$ cat config.mk
export PLATFORM = sky130hd
export DESIGN_NAME = heartbeat_takeover_controller_top_flat
export DESIGN_NICKNAME = d
export VERILOG_FILES = /design/src/hdl/htc_pkg.sv /design/src/hdl/htc_evt_if.sv /design/src/hdl/htc_res_if.sv /design/src/hdl/htc_cfg_if.sv /design/src/hdl/heartbeat_takeover_controller_top.sv /design/src/flat_wrapper.sv
export SDC_FILE = /design/constraint.sdc
export NUM_CORES = 1
export LEC_CHECK = 0
export ABC_AREA = 1
export BUFFER_PORTS_ARGS = -buffer_cell sky130_fd_sc_hd__buf_2
export CAP_MARGIN = 20
export CORE_AREA = 3 3 156 158
export DETAILED_ROUTE_END_ITERATION = 10
export DIE_AREA = 0 0 159 161
export REMOVE_ABC_BUFFERS = 1
export SYNTH_ARGS = -nofsm -noshare
export SYNTH_HDL_FRONTEND = slang
export SYNTH_SLANG_ARGS = --single-unit
$ cat constraint.sdc
create_clock -name clk -period 3.42 [get_ports clk]
set_input_delay 0.513 -clock clk [delete_from_list [all_inputs] [get_ports clk]]
set_output_delay 0.513 -clock clk [all_outputs]
set_load 0.1 [all_outputs]
$ cat src/hdl/htc_pkg.sv
`timescale 1ns / 1ps
// Shared constants, codes and types of the heartbeat takeover controller.
package htc_pkg;

	// Counter width of the silent and fence attempt counters.
	localparam int COUNT_BITS = 8;
	localparam int LIMIT_BITS = 8;
	localparam int CMP_BITS = (COUNT_BITS > LIMIT_BITS) ? COUNT_BITS : LIMIT_BITS;
	localparam int STATUS_BITS = 16;
	localparam int CFG_ADDR_BITS = 8;
	localparam int RES_DEPTH = 3;

	// Control states.
	localparam logic [2:0] ST_ARMED        = 3'd0;
	localparam logic [2:0] ST_SUSPECT      = 3'd1;
	localparam logic [2:0] ST_FENCING      = 3'd2;
	localparam logic [2:0] ST_FENCE_FAILED = 3'd3;
	localparam logic [2:0] ST_FENCED       = 3'd4;
	localparam logic [2:0] ST_TAKEN_OVER   = 3'd5;

	// Event kinds.
	localparam logic [1:0] MODE_ALIVE   = 2'd0;
	localparam logic [1:0] MODE_SILENT  = 2'd1;
	localparam logic [1:0] MODE_REQUEST = 2'd2;
	localparam logic [1:0] MODE_NONE    = 2'd3;

	// Operation mask bits.
	localparam logic [3:0] OP_FENCE    = 4'b0001;
	localparam logic [3:0] OP_ADOPT    = 4'b0010;
	localparam logic [3:0] OP_PRESERVE = 4'b0100;
	localparam logic [3:0] OP_REAP     = 4'b1000;

	// Configuration register indexes.
	localparam logic [CFG_ADDR_BITS-1:0] REG_SILENCE_LIMIT = 8'd0;
	localparam logic [CFG_ADDR_BITS-1:0] REG_RETRY_LIMIT   = 8'd1;

	localparam logic [LIMIT_BITS-1:0] SILENCE_LIMIT_RST = 8'd3;
	localparam logic [LIMIT_BITS-1:0] RETRY_LIMIT_RST   = 8'd1;

	typedef struct packed {
		logic [1:0]                    mode;
		logic signed [STATUS_BITS-1:0] fence_status;
		logic signed [STATUS_BITS-1:0] adopt_status;
		logic signed [STATUS_BITS-1:0] preserve_status;
		logic signed [STATUS_BITS-1:0] reap_status;
	} evt_item_t;

	typedef struct packed {
		logic [2:0]                    new_state;
		logic [3:0]                    ops_done;
		logic signed [STATUS_BITS-1:0] error_seen;
	} res_item_t;

endpackage

$ cat src/hdl/htc_evt_if.sv
`timescale 1ns / 1ps
// Event request channel of the heartbeat takeover controller.
interface htc_evt_if;
	import htc_pkg::*;

	logic                          valid;
	logic                          ready;
	logic [1:0]                    mode;
	logic signed [STATUS_BITS-1:0] fence_status;
	logic signed [STATUS_BITS-1:0] adopt_status;
	logic signed [STATUS_BITS-1:0] preserve_status;
	logic signed [STATUS_BITS-1:0] reap_status;

	modport source (output valid, mode, fence_status, adopt_status, preserve_status,
		reap_status, input ready);
	modport sink (input valid, mode, fence_status, adopt_status, preserve_status,
		reap_status, output ready);
endinterface

$ cat src/hdl/htc_res_if.sv
`timescale 1ns / 1ps
// Result request channel of the heartbeat takeover controller.
interface htc_res_if;
	import htc_pkg::*;

	logic                          valid;
	logic                          ready;
	logic [2:0]                    new_state;
	logic [3:0]                    ops_done;
	logic signed [STATUS_BITS-1:0] error_seen;
	logic                          last_of_run;

	modport source (output valid, new_state, ops_done, error_seen, last_of_run,
		input ready);
	modport sink (input valid, new_state, ops_done, error_seen, last_of_run,
		output ready);
endinterface

$ cat src/hdl/htc_cfg_if.sv
`timescale 1ns / 1ps
// Configuration write channel of the heartbeat takeover controller.
interface htc_cfg_if;
	import htc_pkg::*;

	logic                     valid;
	logic                     ready;
	logic [CFG_ADDR_BITS-1:0] addr;
	logic [LIMIT_BITS-1:0]    data;

	modport source (output valid, addr, data, input ready);
	modport sink (input valid, addr, data, output ready);
endinterface

$ cat src/hdl/heartbeat_takeover_controller_top.sv
`timescale 1ns / 1ps
// Heartbeat takeover controller: watches a partner and runs fence, adopt, preserve, reap.
//
// Each event request on evt is registered, then decoded in a single pass of
// combinational logic against the control state, giving up to three state-change
// results (armed or suspect, or fencing, fence failed or fenced, taken over) and the next state.
// The results of one event are loaded together into a three-entry result buffer
// that drains one request per cycle on res while res is ready; last_of_run marks the final one.
// Events that yield zero or one result may arrive back to back while res is ready;
// otherwise the results (at most three) hold the result buffer and the next event is
// committed in the cycle its last result leaves. An accepted event is registered in
// the input stage, then its results in the result buffer, before res offers them.
// Silent and fence attempt counters saturate at all ones. Configuration writes
// (register 0 silence limit, 1 retry limit) are taken every cycle and should
// only be issued while no event is in flight.
module heartbeat_takeover_controller_top (
	input logic clk,
	input logic arst_n,
	htc_evt_if.sink evt,
	htc_res_if.source res,
	htc_cfg_if.sink cfg
);
	import htc_pkg::*;

	// Configuration registers
	logic [LIMIT_BITS-1:0] silence_limit_q;
	logic [LIMIT_BITS-1:0] retry_limit_q;

	// Control state
	logic [2:0]                    state_q;
	logic [COUNT_BITS-1:0]         silent_q;
	logic [COUNT_BITS-1:0]         attempt_q;
	logic signed [STATUS_BITS-1:0] err_q;

	// Input stage
	logic      valid_s1;
	evt_item_t item_s1;

	// Result buffer
	res_item_t res_q [RES_DEPTH];
	logic [1:0] res_n_q;
	logic [1:0] res_idx_q;

	// Decode outputs
	res_item_t                     r_w [RES_DEPTH];
	logic [1:0]                    n_w;
	logic [2:0]                    nxt_state;
	logic [COUNT_BITS-1:0]         nxt_silent;
	logic [COUNT_BITS-1:0]         nxt_attempt;
	logic signed [STATUS_BITS-1:0] nxt_err;

	logic [COUNT_BITS-1:0] silent_inc;
	logic [COUNT_BITS-1:0] attempt_inc;
	logic                  fence_ok, adopt_ok, pres_ok;
	logic [3:0]            go_ops;
	logic signed [STATUS_BITS-1:0] go_err;
	logic                  do_start, do_goon;

	logic res_busy, last_take, batch_free, commit;

	assign cfg.ready = 1'b1;

	always_ff @(posedge clk or negedge arst_n) begin
		if (!arst_n) begin
			silence_limit_q <= SILENCE_LIMIT_RST;
			retry_limit_q   <= RETRY_LIMIT_RST;
		end else if (cfg.valid) begin
			unique case (cfg.addr)
				REG_SILENCE_LIMIT: silence_limit_q <= cfg.data;
				REG_RETRY_LIMIT:   retry_limit_q <= cfg.data;
				default: ;
			endcase
		end
	end

	// Handshake: the input stage moves on once the result buffer is free or
	// is handing over its last entry this cycle.
	assign res_busy   = (res_idx_q < res_n_q);
	assign last_take  = res_busy && res.ready && (res_idx_q == res_n_q - 2'd1);
	assign batch_free = !res_busy || last_take;
	assign commit     = valid_s1 && batch_free;
	assign evt.ready  = !valid_s1 || commit;

	always_ff @(posedge clk or negedge arst_n) begin
		if (!arst_n) begin
			valid_s1 <= 1'b0;
		end else if (evt.ready) begin
			valid_s1 <= evt.valid;
		end
	end

	always_ff @(posedge clk) begin
		if (evt.valid && evt.ready) begin
			item_s1.mode            <= evt.mode;
			item_s1.fence_status    <= evt.fence_status;
			item_s1.adopt_status    <= evt.adopt_status;
			item_s1.preserve_status <= evt.preserve_status;
			item_s1.reap_status     <= evt.reap_status;
		end
	end

	// Single-pass decode
	assign silent_inc  = (silent_q == '1) ? silent_q : silent_q + 1'b1;
	assign attempt_inc = (attempt_q == '1) ? attempt_q : attempt_q + 1'b1;
	assign fence_ok    = (item_s1.fence_status == '0);
	assign adopt_ok    = (item_s1.adopt_status == '0);
	assign pres_ok     = (item_s1.preserve_status == '0);
	// adopt, preserve and the optional reap
	assign go_ops = OP_ADOPT | OP_PRESERVE | (pres_ok ? OP_REAP : 4'b0000);
	assign go_err = !adopt_ok ? item_s1.adopt_status
		: (!pres_ok ? item_s1.preserve_status : item_s1.reap_status);

	always_comb begin
		do_start    = 1'b0;
		do_goon     = 1'b0;
		nxt_state   = state_q;
		nxt_silent  = silent_q;
		nxt_attempt = attempt_q;
		nxt_err     = err_q;
		n_w         = 2'd0;
		for (int i = 0; i < RES_DEPTH; i++) begin
			r_w[i] = '{new_state: ST_ARMED, ops_done: 4'b0000, error_seen: err_q};
		end

		unique case (state_q)
			ST_ARMED, ST_SUSPECT: begin
				unique case (item_s1.mode)
					MODE_ALIVE: begin
						nxt_silent = '0;
						nxt_state  = ST_ARMED;
						if (state_q == ST_SUSPECT) begin
							r_w[0].new_state = ST_ARMED;
							n_w = 2'd1;
						end
					end
					MODE_SILENT: begin
						nxt_silent = silent_inc;
						if (CMP_BITS'(silent_inc) >= CMP_BITS'(silence_limit_q)) begin
							do_start = 1'b1;
						end else begin
							nxt_state = ST_SUSPECT;
							if (state_q == ST_ARMED) begin
								r_w[0].new_state = ST_SUSPECT;
								n_w = 2'd1;
							end
						end
					end
					MODE_REQUEST: do_start = 1'b1;
					MODE_NONE: ;
					default: ;
				endcase
			end
			ST_FENCE_FAILED: begin
				if ((item_s1.mode == MODE_SILENT || item_s1.mode == MODE_REQUEST) &&
						CMP_BITS'(attempt_q) <= CMP_BITS'(retry_limit_q)) begin
					do_start = 1'b1;
				end
			end
			ST_FENCED: begin
				if (item_s1.mode != MODE_NONE) begin
					do_goon = 1'b1;
				end
			end
			default: ;
		endcase

		if (do_start) begin
			// fencing, then fence failed or fenced, then maybe taken over
			r_w[0]      = '{new_state: ST_FENCING, ops_done: 4'b0000, error_seen: err_q};
			nxt_attempt = attempt_inc;
			if (!fence_ok) begin
				r_w[1]    = '{new_state: ST_FENCE_FAILED, ops_done: OP_FENCE,
					error_seen: item_s1.fence_status};
				n_w       = 2'd2;
				nxt_state = ST_FENCE_FAILED;
				nxt_err   = item_s1.fence_status;
			end else begin
				r_w[1]  = '{new_state: ST_FENCED, ops_done: OP_FENCE,
					error_seen: item_s1.fence_status};
				nxt_err = go_err;
				if (!adopt_ok) begin
					n_w       = 2'd2;
					nxt_state = ST_FENCED;
				end else begin
					r_w[2]    = '{new_state: ST_TAKEN_OVER, ops_done: OP_FENCE | go_ops,
						error_seen: go_err};
					n_w       = 2'd3;
					nxt_state = ST_TAKEN_OVER;
				end
			end
		end else if (do_goon) begin
			nxt_err = go_err;
			if (adopt_ok) begin
				r_w[0]    = '{new_state: ST_TAKEN_OVER, ops_done: go_ops, error_seen: go_err};
				n_w       = 2'd1;
				nxt_state = ST_TAKEN_OVER;
			end
		end
	end

	always_ff @(posedge clk or negedge arst_n) begin
		if (!arst_n) begin
			state_q   <= ST_ARMED;
			silent_q  <= '0;
			attempt_q <= '0;
			err_q     <= '0;
			res_n_q   <= 2'd0;
			res_idx_q <= 2'd0;
		end else if (commit) begin
			state_q   <= nxt_state;
			silent_q  <= nxt_silent;
			attempt_q <= nxt_attempt;
			err_q     <= nxt_err;
			res_n_q   <= n_w;
			res_idx_q <= 2'd0;
		end else if (res.valid && res.ready) begin
			res_idx_q <= res_idx_q + 2'd1;
		end
	end

	always_ff @(posedge clk) begin
		if (commit) begin
			for (int i = 0; i < RES_DEPTH; i++) begin
				res_q[i] <= r_w[i];
			end
		end
	end

	// Output mux
	res_item_t res_cur;
	always_comb begin
		unique case (res_idx_q)
			2'd0:    res_cur = res_q[0];
			2'd1:    res_cur = res_q[1];
			default: res_cur = res_q[2];
		endcase
	end

	assign res.valid       = res_busy;
	assign res.new_state   = res_cur.new_state;
	assign res.ops_done    = res_cur.ops_done;
	assign res.error_seen  = res_cur.error_seen;
	assign res.last_of_run = (res_idx_q == res_n_q - 2'd1);

	// Checks
	a_buf_bound: assert property (@(posedge clk) disable iff (!arst_n)
		(res_n_q <= 2'd3) && (res_idx_q <= res_n_q))
		else $error("result buffer count out of range");

	a_state_follows: assert property (@(posedge clk) disable iff (!arst_n)
		(commit && n_w != 2'd0) |=> (state_q == $past(r_w[n_w - 2'd1].new_state)))
		else $error("control state differs from last emitted result");

	a_fenced_clean: assert property (@(posedge clk) disable iff (!arst_n)
		(res.valid && res.new_state == ST_FENCED) |->
			(res.ops_done == OP_FENCE && res.error_seen == '0))
		else $error("fenced result carries a fence failure");

	a_fail_status: assert property (@(posedge clk) disable iff (!arst_n)
		(res.valid && res.new_state == ST_FENCE_FAILED) |->
			(res.ops_done == OP_FENCE && res.error_seen != '0))
		else $error("fence failed result without failure status");

	a_taken_ops: assert property (@(posedge clk) disable iff (!arst_n)
		(res.valid && res.new_state == ST_TAKEN_OVER) |->
			((res.ops_done & (OP_ADOPT | OP_PRESERVE)) == (OP_ADOPT | OP_PRESERVE)))
		else $error("taken over without adopt and preserve");

endmodule
$ cat src/flat_wrapper.sv
// flat-port wrapper written by rule: the top's interface ports become plain ports
module heartbeat_takeover_controller_top_flat import htc_pkg::*;
  (clk, arst_n, evt_valid, evt_mode, evt_fence_status, evt_adopt_status, evt_preserve_status, evt_reap_status, evt_ready, res_valid, res_new_state, res_ops_done, res_error_seen, res_last_of_run, res_ready, cfg_valid, cfg_addr, cfg_data, cfg_ready);
  htc_evt_if evt_i ();
  htc_res_if res_i ();
  htc_cfg_if cfg_i ();
  input logic clk;
  input logic arst_n;
  input wire logic [$bits(evt_i.valid)-1:0] evt_valid;
  input wire logic [$bits(evt_i.mode)-1:0] evt_mode;
  input wire logic [$bits(evt_i.fence_status)-1:0] evt_fence_status;
  input wire logic [$bits(evt_i.adopt_status)-1:0] evt_adopt_status;
  input wire logic [$bits(evt_i.preserve_status)-1:0] evt_preserve_status;
  input wire logic [$bits(evt_i.reap_status)-1:0] evt_reap_status;
  output wire logic [$bits(evt_i.ready)-1:0] evt_ready;
  output wire logic [$bits(res_i.valid)-1:0] res_valid;
  output wire logic [$bits(res_i.new_state)-1:0] res_new_state;
  output wire logic [$bits(res_i.ops_done)-1:0] res_ops_done;
  output wire logic [$bits(res_i.error_seen)-1:0] res_error_seen;
  output wire logic [$bits(res_i.last_of_run)-1:0] res_last_of_run;
  input wire logic [$bits(res_i.ready)-1:0] res_ready;
  input wire logic [$bits(cfg_i.valid)-1:0] cfg_valid;
  input wire logic [$bits(cfg_i.addr)-1:0] cfg_addr;
  input wire logic [$bits(cfg_i.data)-1:0] cfg_data;
  output wire logic [$bits(cfg_i.ready)-1:0] cfg_ready;
  assign evt_i.valid = evt_valid;
  assign evt_i.mode = evt_mode;
  assign evt_i.fence_status = evt_fence_status;
  assign evt_i.adopt_status = evt_adopt_status;
  assign evt_i.preserve_status = evt_preserve_status;
  assign evt_i.reap_status = evt_reap_status;
  assign evt_ready = evt_i.ready;
  assign res_valid = res_i.valid;
  assign res_new_state = res_i.new_state;
  assign res_ops_done = res_i.ops_done;
  assign res_error_seen = res_i.error_seen;
  assign res_last_of_run = res_i.last_of_run;
  assign res_i.ready = res_ready;
  assign cfg_i.valid = cfg_valid;
  assign cfg_i.addr = cfg_addr;
  assign cfg_i.data = cfg_data;
  assign cfg_ready = cfg_i.ready;
  heartbeat_takeover_controller_top u_core (.clk(clk), .arst_n(arst_n), .evt(evt_i), .res(res_i), .cfg(cfg_i));
endmodule
# [After elaboration in Yosys (flattened, before gate mapping)]
# Memory sizes are Yosys's and may differ from the RTL's.
# Cells that the tools add are included.
[word_totals] out_inout_bits=27 in_bits=87 register_bits=122 latchBits=0 ram_bits=69 memories=1 romBits=0 word_cells=108
[op_classes] bitwise=1 eq_ne=11 n_addsub=4 n_div=0 shift=0 n_mul=0 muxes=48 magnitude_cmp=3 reduce_logical=26
[mem_list] name="u_core.res_q" words=3 word_bits=23 rd=3 rd_clocked_by_memory_dff=0 wr=3 line="heartbeat_takeover_controller_top.sv:40" text="res_item_t res_q [RES_DEPTH];"
[ops] op="23-bit two-way mux" n=6
[ops] op="16-bit two-way mux" n=5
[ops] op="16-bit zero test" n=3
[ops] op="46-bit two-way mux" n=1
[ops] op="23-bit case mux with 2 select lines" n=1
[ops] op="3-bit two-way mux" n=9
[ops] op="8-bit by 1-bit adder with 8-bit output, second input constant" n=2
[ops] op="8-bit equality test, second input constant" n=2
[ops] op="2-bit two-way mux" n=8
[ops] op="8-bit case mux with 2 select lines" n=1
[ops] op="1-bit two-way mux" n=11
[ops] op="8-bit by 1-bit equality test with 1-bit output, second input constant" n=1
[ops] op="8-bit greater-or-equal comparator" n=1
[ops] op="8-bit less-or-equal comparator" n=1
[ops] op="8-bit zero test" n=1
[ops] op="8-bit two-way mux" n=1
[ops] op="3-bit case mux with 2 select lines" n=1
[ops] op="2-bit AND reduction" n=3
[ops] op="3-bit AND reduction" n=2
[ops] op="2-bit nonzero test" n=3
[ops] op="1-bit logical AND" n=5
[ops] op="2-bit by 1-bit equality test with 1-bit output, second input constant" n=2
[ops] op="2-bit zero test" n=2
[ops] op="4-bit two-way mux" n=1
[ops] op="16 further kinds" n=20

# [Longest topological paths before layout]
# Gate-level depths: netlist of run 1.
[depth] word_depth=9 depth_mapped=24 depth_no_buf=23

# [Worst setup path before layout of run 1]
# Ideal clock, no wire load.
[synth_timing] kind="reg-to-reg" start="register u_core.res_idx_q[1]" end="register u_core.item_s1[0] in the netlist's numbering (enable)" path_stages_with_launch=6 path_buffers=0 setup_time_ns=0.549 period_less_slack_ns=5.265 arrival_ns=4.716 required_ns=2.871 slack_ns=-1.845 path_cell_list="dfrtp_1 > ha_1 > a21oi_1 > nand3_1 > nand2_1 > inv_1"
[synth_between] elab_chain_cells=7 word_cells_on_any_way=9 classes_between="order compare (1); eq/ne (1); reduce/logical (7)"
[synth_rtl] element="from (decl)" line="heartbeat_takeover_controller_top.sv:42" text="logic [1:0] res_idx_q;"
[synth_rtl] element="from (signal assigned)" line="heartbeat_takeover_controller_top.sv:217" text="res_idx_q <= res_idx_q + 2'd1;"
[synth_rtl] element="2-bit less-than comparator *" line="heartbeat_takeover_controller_top.sv:78" text="assign res_busy = (res_idx_q < res_n_q);"
[synth_rtl] element="via res_valid" line="flat_wrapper.sv:16" text="output wire logic [$bits(res_i.valid)-1:0] res_valid;"
[synth_rtl] element="1-bit logical AND (2 in a row)" line="heartbeat_takeover_controller_top.sv:79" text="assign last_take = res_busy && res.ready && (res_idx_q == res_n_q - 2'd1);"
[synth_rtl] element="1-bit logical OR *" line="heartbeat_takeover_controller_top.sv:80" text="assign batch_free = !res_busy || last_take;"
[synth_rtl] element="1-bit logical AND *" line="heartbeat_takeover_controller_top.sv:81" text="assign commit = valid_s1 && batch_free;"
[synth_rtl] element="1-bit logical OR *" line="heartbeat_takeover_controller_top.sv:82" text="assign evt.ready = !valid_s1 || commit;"
[synth_rtl] element="via evt_ready" line="flat_wrapper.sv:15" text="output wire logic [$bits(evt_i.ready)-1:0] evt_ready;"
[synth_rtl] element="1-bit logical AND *" line="heartbeat_takeover_controller_top.sv:93" text="if (evt.valid && evt.ready) begin"
[synth_rtl] element="to (decl)" line="heartbeat_takeover_controller_top.sv:37" text="evt_item_t item_s1;"
# Mark *: on every way through the listed nets, which the timed path passes. The rest lies on a longest branch.
# A chain may end at the register's enable or synchronous reset.

==> out/results.ini, run 1 <==
[status]
outcome = finished clean

[timing]
rsz0062_at_grt = no
max_freq_mhz = 320.4
slew_headroom_pct = 55.33
period_minus_slack_ns = 3.121
drv_slew = 0
period_share_pct = 91.26
hold_viol = 0
fin_ws_ns = 0.2988
fin_worst_skew_ns = 0.007854
finalSetupViolations = 0
tightest_slew_ns = 0.6694

[pwr]
power_density_mw_per_mm2 = 742.0
p_clk_share_pct = 24.4
share_seq_of_total_power_pct = 34.7
p_int_w = 0.004757
finalPower_w = 0.008081
p_leak_nw = 5.015
p_comb_share_pct = 41.0
swShare_pct = 41.14
p_switching_w = 0.003324
vdd_drop_max_mv = 0.5906

[final_layout]
final_cells = 1449
final_core_util_pct = 46.82
num-fill-cells = 2237
areaGrowthSynthToFinish_pct = 21.04
drive_gt1_share_pct = 17.79
diodes = 0
mostFrequentLayoutCell = nand2_1
nets = 1230
design_area_mm2 = 0.01089
layout_common_cells = nand2_1, inv_1, edfxtp_1, buf_2, o21ai_0

[clocking]
clk_latency_ns = 0.43
ctsHtreeMaxLevel = 4
clkTransAtPathRegs_ns = 0.07
cts_tree = built
clock_path_buffers = 2
cts_inserted_buffers = 17
root_buffer = clkbuf_16
cts_sinks = 178

[routing]
drt_first_pass_iters = 5
vias = 6782
wl_per_cell_um = 14.47
antenna_left = 0
drc = 0
via_per_inst = 4.680
drt_iter0_drc = 508
totalWireLength_um = 20970

[critical_path]
worstSetupStartpoint = u_core.silent_q[0]
rr_worst_depth = 19
endpoint_kind = register
arrival_ns = 3.30
worst-r2r-setup-slack_ns = 0.30
crit_end = u_core.res_q[0][54]
cp_data_required_time_ns = 3.59
crit_fanout = 20
path_class = register to register
reg2reg_to = u_core.res_q[0][54]
startpoint_type = register
worstReg2RegStart = u_core.silent_q[0]

[synthesis]
yosys_warnings = 0
synth_compound_area_share_pct = 7.217
ys.flop_type = edfxtp_1
synthCells = 999
synth_top_family_by_area = simple AND/OR/NAND/NOR gates
yosysUniqueCellTypes = 44
ys_seq_area_share_pct = 56.33
muxShareOfSynthArea_pct = 0
synth-edff-count = 122
synth_fa_ha_area_share_pct = 3.616
synth_xor_area_share_pct = 1.168
ys_seq_elements = 178
yosys.area_share.simple_pct = 23.68
async_flop_share_pct = 31.46
syn_area_per_cell_um2 = 9.006
netlist_area_mm2 = 0.008997

[place]
port_buffers = 112
globalplace.congestion = 0.8096
dpl.cell_count = 1413
placed_cell_area_mm2 = 0.01023
post-place-ws_ns = 0.1227
dpl.hpwl_um = 14660

[min_path]
hp-class = input port to async pin

[grt]
grt_start_max_net_pins = 66
grt.total_usage_pct = 16.36
overflow = 0
grt_pass1_vias = 6630
grt_pass1_wl_um = 33550
antenna_found_initial = 0

[die]
die_area_mm2 = 0.02560
die_w_um = 159
pin_count = 114
core_area_mm2 = 0.02326
rows = 56
initial_utilization_pct = 38.68
dieHeight_um = 161

[job]
maxCapViolCount = 0

state kept, by name, indices dropped and copies added (netlist names), 2 cells and up:
name                    count
u_core.silent_q             8
u_core.silence_limit_q      8
u_core.res_q               56
u_core.state_q              3
u_core.attempt_q            8
u_core.res_idx_q            2
u_core.retry_limit_q        8
u_core.item_s1             66
u_core.res_n_q              2
u_core.err_q               16
cells in the mapped netlist (3+ instances only):
cell	count	area, µm²
nor2_4	3	33.78
nor4_1	3	18.77
dfrtp_1	53	1326
xnor2_1	7	61.31
nand4_1	8	50.05
o21ai_0	79	395.4
a21oi_1	10	50.05
buf_4	5	37.54
clkbuf_1	9	33.78
buf_2	13	65.06
nand2_4	5	56.30
a22oi_1	16	120.1
nand2_1	346	1299
o21ai_1	4	20.02
inv_1	136	510.5
xor2_1	5	43.79
edfxtp_1	122	3664
nand3_1	69	345.3
nor2_1	32	120.1
ha_1	26	325.3
dfstp_2	3	78.83
nor3_1	3	15.01
nand2_2	16	100.1
layer usage:
metal  GRT usage, %  routed length, µm  vias up  part of all wire (%)
met5              0                  0        -                     0
li1               -                  -     3488                     -
met1          22.60              10020     3093                    48
met3          3.437                950       31                   4.5
met4          5.889                460        0                   2.2
met2          25.70               9533      170                    45
power by group through the flow:
stage | Combinational [W] | Clock [W] | Sequential [W]
after floorplan | 0.00211 | 0 | 0.00281
after global placement | 0.00333 | 0 | 0.00284
after detailed placement | 0.00333 | 0 | 0.00285
after CTS | 0.00334 | 0.00201 | 0.00280
after global routing | 0.00346 | 0.00210 | 0.00283
final | 0.00331 | 0.00197 | 0.00280
critical path: stages, from the launching register on:
cell and delay [ns]:
dfrtp_1 0.41, ha_1 0.23, nand4_1 0.14, nor2_2 0.16, nand2_2 0.13, nand2_1 0.10, xor2_1 0.19, inv_1 0.07
ha_1 0.29, a21oi_1 0.06, o21a_1 0.18, nand2_1 0.08, nand2_1 0.05, nand2_1 0.10, nand3_4 0.12, nand2_4 0.14
nand2_2 0.08, buf_6 0.20, nand2_1 0.07, o21ai_1 0.06
kinds of logic after synthesis:
| family | after synthesis |
|---|---|
| xor+xnor | 12 |
| fa+ha+maj | 26 |
| other cells | 1 |
| simple gates | 493 |
| compound gates | 117 |
| buf+inv | 172 |
| flops | 178 |
cell type report:
class	count	area [µm²]	share of cell area (%)
repair buffers	130	1054	9.674
clock inverters	12	148.9	1.367
multi-input cells	650	3248	29.83
inverters	140	535.5	4.917
well taps	319	399.1	3.665
clock buffers	20	436.7	4.010
flip-flops and latches	178	5069	46.54
per-stage QoR:
step | setup TNS, ns | hold WS (ns)
floorplan | -123.58 | 0.2174
finish | 0 | 0.09362
global route | 0 | 0.1169
CTS | 0 | 0.09266
detailed placement | 0 | 0.4739
global placement | 0 | 0.4708
worst min path at each step:
stage / endpoint / slack, ns
after floorplan: u_core.attempt_q[0] / 0.22
after global placement: u_core.retry_limit_q[4] / 0.47
after detailed placement: u_core.silence_limit_q[6] / 0.47
after CTS: u_core.retry_limit_q[6] / 0.09
after global routing: u_core.retry_limit_q[6] / 0.12
final: u_core.retry_limit_q[6] / 0.09
repair_timing:
action | in CTS | in global routing
resized for setup | 0 | 8
setup endpoints to repair | 0 | 53
setup buffers | 0 | 3
hold buffers | 0 | 0
endpoints found under the hold margin | 0 | 0
Note: power is estimated with default switching activity, not from simulation.
==> run 2, diff against run 1 <==
- PLACE_DENSITY_LB_ADDON: unset -> 0.15
==> run 2 against run 1 <==
  * Hold slack improved by 0.026 ns
  * Combinational power barely moved
  * Largest cell class unchanged
  * Count of clock-buffer cells in the layout fell by 3
  * Clock skew rose by 0.0021 ns
  * Largest power group unchanged
  * Total power rose by 1.5%
  * Critical path type unchanged
  * Die area did not move
  * Clock power rose by 6%
  * Flip-flop and latch count did not move
==> out/results.ini, run 2 (synthesized netlist as in run 1, its figures left out) <==
[place]
port_buffers = 112
post-place-ws_ns = 0.2256
dpl.hpwl_um = 15050
globalplace.congestion = 0.8226

[die]
initial_utilization_pct = 38.68
die_w_um = 159
rows = 56
pin_count = 114
dieHeight_um = 161
die_area_mm2 = 0.02560
core_area_mm2 = 0.02326

[status]
outcome = finished clean

[critical_path]
cp_data_required_time_ns = 3.60
cp_top_family = simple AND/OR/NAND/NOR gates
cp_num_buf_inv = 2
reg2reg_to = u_core.res_q[0][57]
crit_chain = ha_2 > nand4_1 > nor2_2 > nand2_2 > nand2_1 > xor2_1 > inv_1 > ha_1 > a21oi_1 > o21a_1 > nand2_1 > nand2_1 > nand2_1 > nand3_4 > nand2_4 > nand2_2 > buf_4 > nand2_1 > o21ai_1
worstSetupStartpoint = u_core.silent_q[1]
arrival_ns = 3.29
path_class = register to register
crit_fanout = 20
endpoint_kind = register
crit_path_max_incr_delay_ns = 0.40
rr_worst_depth = 19
worstReg2RegStart = u_core.silent_q[1]
worst-r2r-setup-slack_ns = 0.31
crit_slowest_cell = dfrtp_1
crit_top_cell = nand2_1
startpoint_type = register

[routing]
drc = 0
wl_met2_um = 9666
vias = 6805
totalWireLength_um = 21510
dr.max_layer_used = met4
antenna_left = 0
via_per_inst = 4.696
wl_per_cell_um = 14.85
drt_first_pass_iters = 5
dr_wl_met3_um = 1218
drt_iter0_drc = 525
met1Wirelength_um = 10330

[timing]
fin_ws_ns = 0.3096
finalSetupViolations = 0
fin_worst_skew_ns = 0.009918
period_minus_slack_ns = 3.110
slew_headroom_pct = 48.78
period_share_pct = 90.95
tightest_slew_ns = 0.7684
rsz0062_at_grt = no
max_freq_mhz = 321.5
hold_viol = 0
drv_slew = 0

[final_layout]
final_core_util_pct = 46.87
layout_common_cells = nand2_1, inv_1, edfxtp_1, buf_2, o21ai_0
largest_reg_flops = 66
drive_gt1_share_pct = 18.14
regMostFlops = u_core.item_s1
areaGrowthSynthToFinish_pct = 21.18
mostFrequentLayoutCell = nand2_1
nets = 1230
num-fill-cells = 2311
diodes = 0
top_regs = u_core.item_s1: 66 flops, u_core.res_q: 56 flops, u_core.err_q: 16 flops

[pwr]
p_leak_nw = 5.026
vdd_drop_max_mv = 0.6051
power_density_mw_per_mm2 = 752.6
finalPower_w = 0.008205

[clocking]
cts_tree = built
clock_path_buffers = 2
root_buffer = clkbuf_16
cts_sinks = 178
cts_inserted_buffers = 17
clkTransAtPathRegs_ns = 0.07
clk_latency_ns = 0.43
ctsHtreeMaxLevel = 4

[grt]
grt_pass1_wl_um = 35030
overflow = 0
grt_start_max_net_pins = 66
grt_pass1_vias = 6634
grt.total_usage_pct = 17.22
antenna_found_initial = 0

[job]
maxCapViolCount = 0

[min_path]
hp-class = input port to async pin

[run 2: power by group]
group | internal, W | leakage (nW) | switching [W]
clock network | 0.00119 | 0.306 | 0.000905
registers | 0.00269 | 1.96 | 0.000109
logic | 0.000969 | 2.76 | 0.00235
total | 0.00485 | 5.03 | 0.00336
[run 2: final cells by class]
cell class,instances,area [µm²],area share (%)
clock buffer,17,425.4,3.902
clock inverter,15,215.2,1.974
multi-input combinational,649,3222,29.55
inverter,140,535.5,4.912
timing repair buffer,131,1037,9.513
sequential,178,5069,46.49
tap,319,399.1,3.661
[run 2: how the worst max path moves through the flow]
stage	cells after the start	endpoint	slack (ns)
final	19	u_core.res_q[0][57]	0.31
after global routing	19	u_core.res_q[0][46]	0.005
after floorplan	5	u_core.item_s1[0]	-1.85
after global placement	19	u_core.attempt_q[2]	0.33
after CTS	19	u_core.attempt_q[5]	0.20
after detailed placement	19	u_core.attempt_q[2]	0.23
[run 2: metal layers]
metal  vias to the layer above  track usage, %
met3                        15           3.514
li1                       3482               -
met2                       179           26.93
met5                         -               0
met4                         0           4.497
met1                      3129           24.66
[run 2: worst register-to-register path: cells and delay by family, from the launching register on]
kind	cells	cell delay, ns
simple gates	11	1.19
fa+ha+maj	2	0.52
flops	1	0.40
buf+inv	2	0.30
compound gates	3	0.30
xor+xnor	1	0.18
[run 2: repair_timing]
action                                  4_1_cts  5_1_grt
setup buffers                                 0        2
resized for setup                             0        5
hold buffers                                  0        0
endpoints found under the setup margin        0       54
[run 2: per-stage QoR]
stage / setup TNS [ns] / hold slack [ns] / area [µm²] / instances
floorplan: -123.58 / 0.2174 / 8817 / 967
global placement: 0 / 0.4706 / 10240 / 1415
detailed placement: 0 / 0.4760 / 10240 / 1415
CTS: 0 / 0.1239 / 10880 / 1447
global route: 0 / 0.1586 / 10900 / 1449
finish: 0 / 0.1196 / 10900 / 1449
==> run 3, diff against run 2 <==
- clock period: 3.42 -> 4 ns (I/O delays scaled with it)
==> run 3 against run 2 <==
  * Global-route usage is 0.11 points lower
  * Sequential power is 15% lower
  * Count of clock-buffer cells in the layout is 1 higher
  * Combinational power is 31% lower
  * Total power is 23% lower
  * Register-to-register slack better by 0.33 ns
  * Setup slack better by 0.33 ns
  * Wire length is 0.66% lower
  * Largest cell class unchanged
==> out/results.ini, run 3 (synthesized netlist as in run 1, its figures left out) <==
[clocking]
cts_tree = built
cts_hold_buffers = 0
clk_latency_ns = 0.43
post_cts_buffers = 0
clkTransAtPathRegs_ns = 0.07
ctsHtreeMaxLevel = 4
clock_path_buffers = 2
cts_inserted_buffers = 17
root_buffer = clkbuf_16
cts_sinks = 178
post_cts_resize_count = 0

[routing]
antenna_left = 0
drt_iter0_drc = 501
via_per_inst = 4.610
drt_first_pass_iters = 5
vias = 6662
drc = 0
wl_per_cell_um = 14.79
totalWireLength_um = 21370

[die]
rows = 56
initial_utilization_pct = 38.68
core_area_mm2 = 0.02326
pin_count = 114
die_area_mm2 = 0.02560
die_w_um = 159
dieHeight_um = 161

[final_layout]
areaGrowthSynthToFinish_pct = 16.33
num-fill-cells = 2290
largest_reg_flops = 66
layout_common_cells = nand2_1, inv_1, edfxtp_1, buf_2, o21ai_0
top_regs = u_core.item_s1: 66 flops, u_core.res_q: 56 flops, u_core.err_q: 16 flops
regMostFlops = u_core.item_s1
mostFrequentLayoutCell = nand2_1
drive_gt1_share_pct = 17.42
nets = 1225

[timing]
tightest_slew_ns = 0.9032
drv_slew = 0
holdWs_ns = 0.2988
max_freq_mhz = 297.4
finalSetupViolations = 0
rsz0062_at_grt = no
period_minus_slack_ns = 3.362
fin_worst_skew_ns = 0.01222
period_share_pct = 84.05
finalSetupTns_ns = 0
slew_headroom_pct = 39.78
hold_viol = 0

[place]
port_buffers = 112
globalplace.congestion = 0.8083
dpl.hpwl_um = 14830

[critical_path]
worst-r2r-setup-slack_ns = 0.64
startpoint_type = register
path_class = register to register
rr_worst_depth = 19
endpoint_kind = register
cp_data_required_time_ns = 4.18
arrival_ns = 3.54
reg2reg_to = u_core.res_q[0][59]
crit_fanout = 15
worstReg2RegStart = u_core.silent_q[0]

[pwr]
power_density_mw_per_mm2 = 600.1
vdd_drop_max_mv = 0.6296
p_leak_nw = 4.878

[min_path]
hp-class = input port to async pin

[status]
outcome = finished clean

[grt]
grt_pass1_wl_um = 34640
grt.total_usage_pct = 17.11
grt_start_max_net_pins = 66
grt_pass1_vias = 6409
antenna_found_initial = 0
overflow = 0

[job]
maxCapViolCount = 0

## run 3: cell count changes in the layout (fill, tap and decap cells not counted), sizes merged
| cell | delta |
|---|---|
| clkinvlp | -1 |
| diode | +1 |
| inv | -2 |
| buf | -5 |
| bufinv | -2 |
| clkbuf | +1 |
| clkinv | +4 |
## run 3: critical path, stage by stage (launching register included)
cell	delay, ns
dfrtp_1	0.40
ha_1	0.23
nand4_1	0.13
nor2_1	0.21
nand2_2	0.16
nand2_1	0.11
xor2_1	0.20
inv_1	0.07
ha_1	0.29
a21oi_1	0.15
o21a_1	0.14
nand2_1	0.07
nand2_1	0.06
nand2_1	0.08
nand3_4	0.08
nand2_4	0.13
nand2_2	0.11
clkinv_2	0.30
nand2_1	0.14
nand2_1	0.06
## run 3: layout make-up
type                            count  area (µm²)  area share [%]
Sequential cell                   178        5069           48.43
Multi-Input combinational cell    649        3217           30.74
Timing Repair Buffer              126       690.7           6.599
Inverter                          140       534.3           5.105
Clock buffer                       18       429.2           4.100
Tap cell                          319       399.1           3.814
Clock inverter                     14       125.1           1.195
Antenna cell                        1       2.502         0.02391
## run 3: layer usage
metal	part of all wire [%]	GRT usage, %	routed length, µm	up-vias
li1	-	-	-	3471
met1	50	25.63	10710	3024
met5	0	0	0	-
met3	4.5	3.001	956	22
met4	1.9	5.531	408	0
met2	44	25.31	9297	145
## run 3: report_power, final
part,switching [W],internal (W),leakage [nW]
combinational,0.00193,0.000363,2.64
sequential,0.0000941,0.00230,1.96
clock,0.000732,0.000866,0.275
## run 3: worst max-delay path by stage
stage	startpoint	endpoint	depth (start not counted)
floorplan	u_core.res_idx_q[1]	u_core.item_s1[0]	5
global route	u_core.silent_q[0]	u_core.res_q[0][59]	19
detailed placement	u_core.silent_q[0]	u_core.res_q[0][59]	19
finish	u_core.silent_q[0]	u_core.res_q[0][59]	19
CTS	u_core.silent_q[0]	u_core.res_q[0][48]	19
global placement	u_core.silent_q[0]	u_core.res_q[0][55]	19
## run 3: through the flow
step	total power, W	instance area (µm²)	utilization, %	setup WS (ns)	instances
global placement	0.004743	9910	42.60	0.7709	1412
global route	0.006573	10460	44.98	0.2679	1444
floorplan	0.004205	8817	-	-1.265	967
detailed placement	0.004750	9910	42.60	0.6200	1412
CTS	0.006363	10460	44.98	0.6018	1444
finish	0.006281	10470	44.99	0.6379	1445
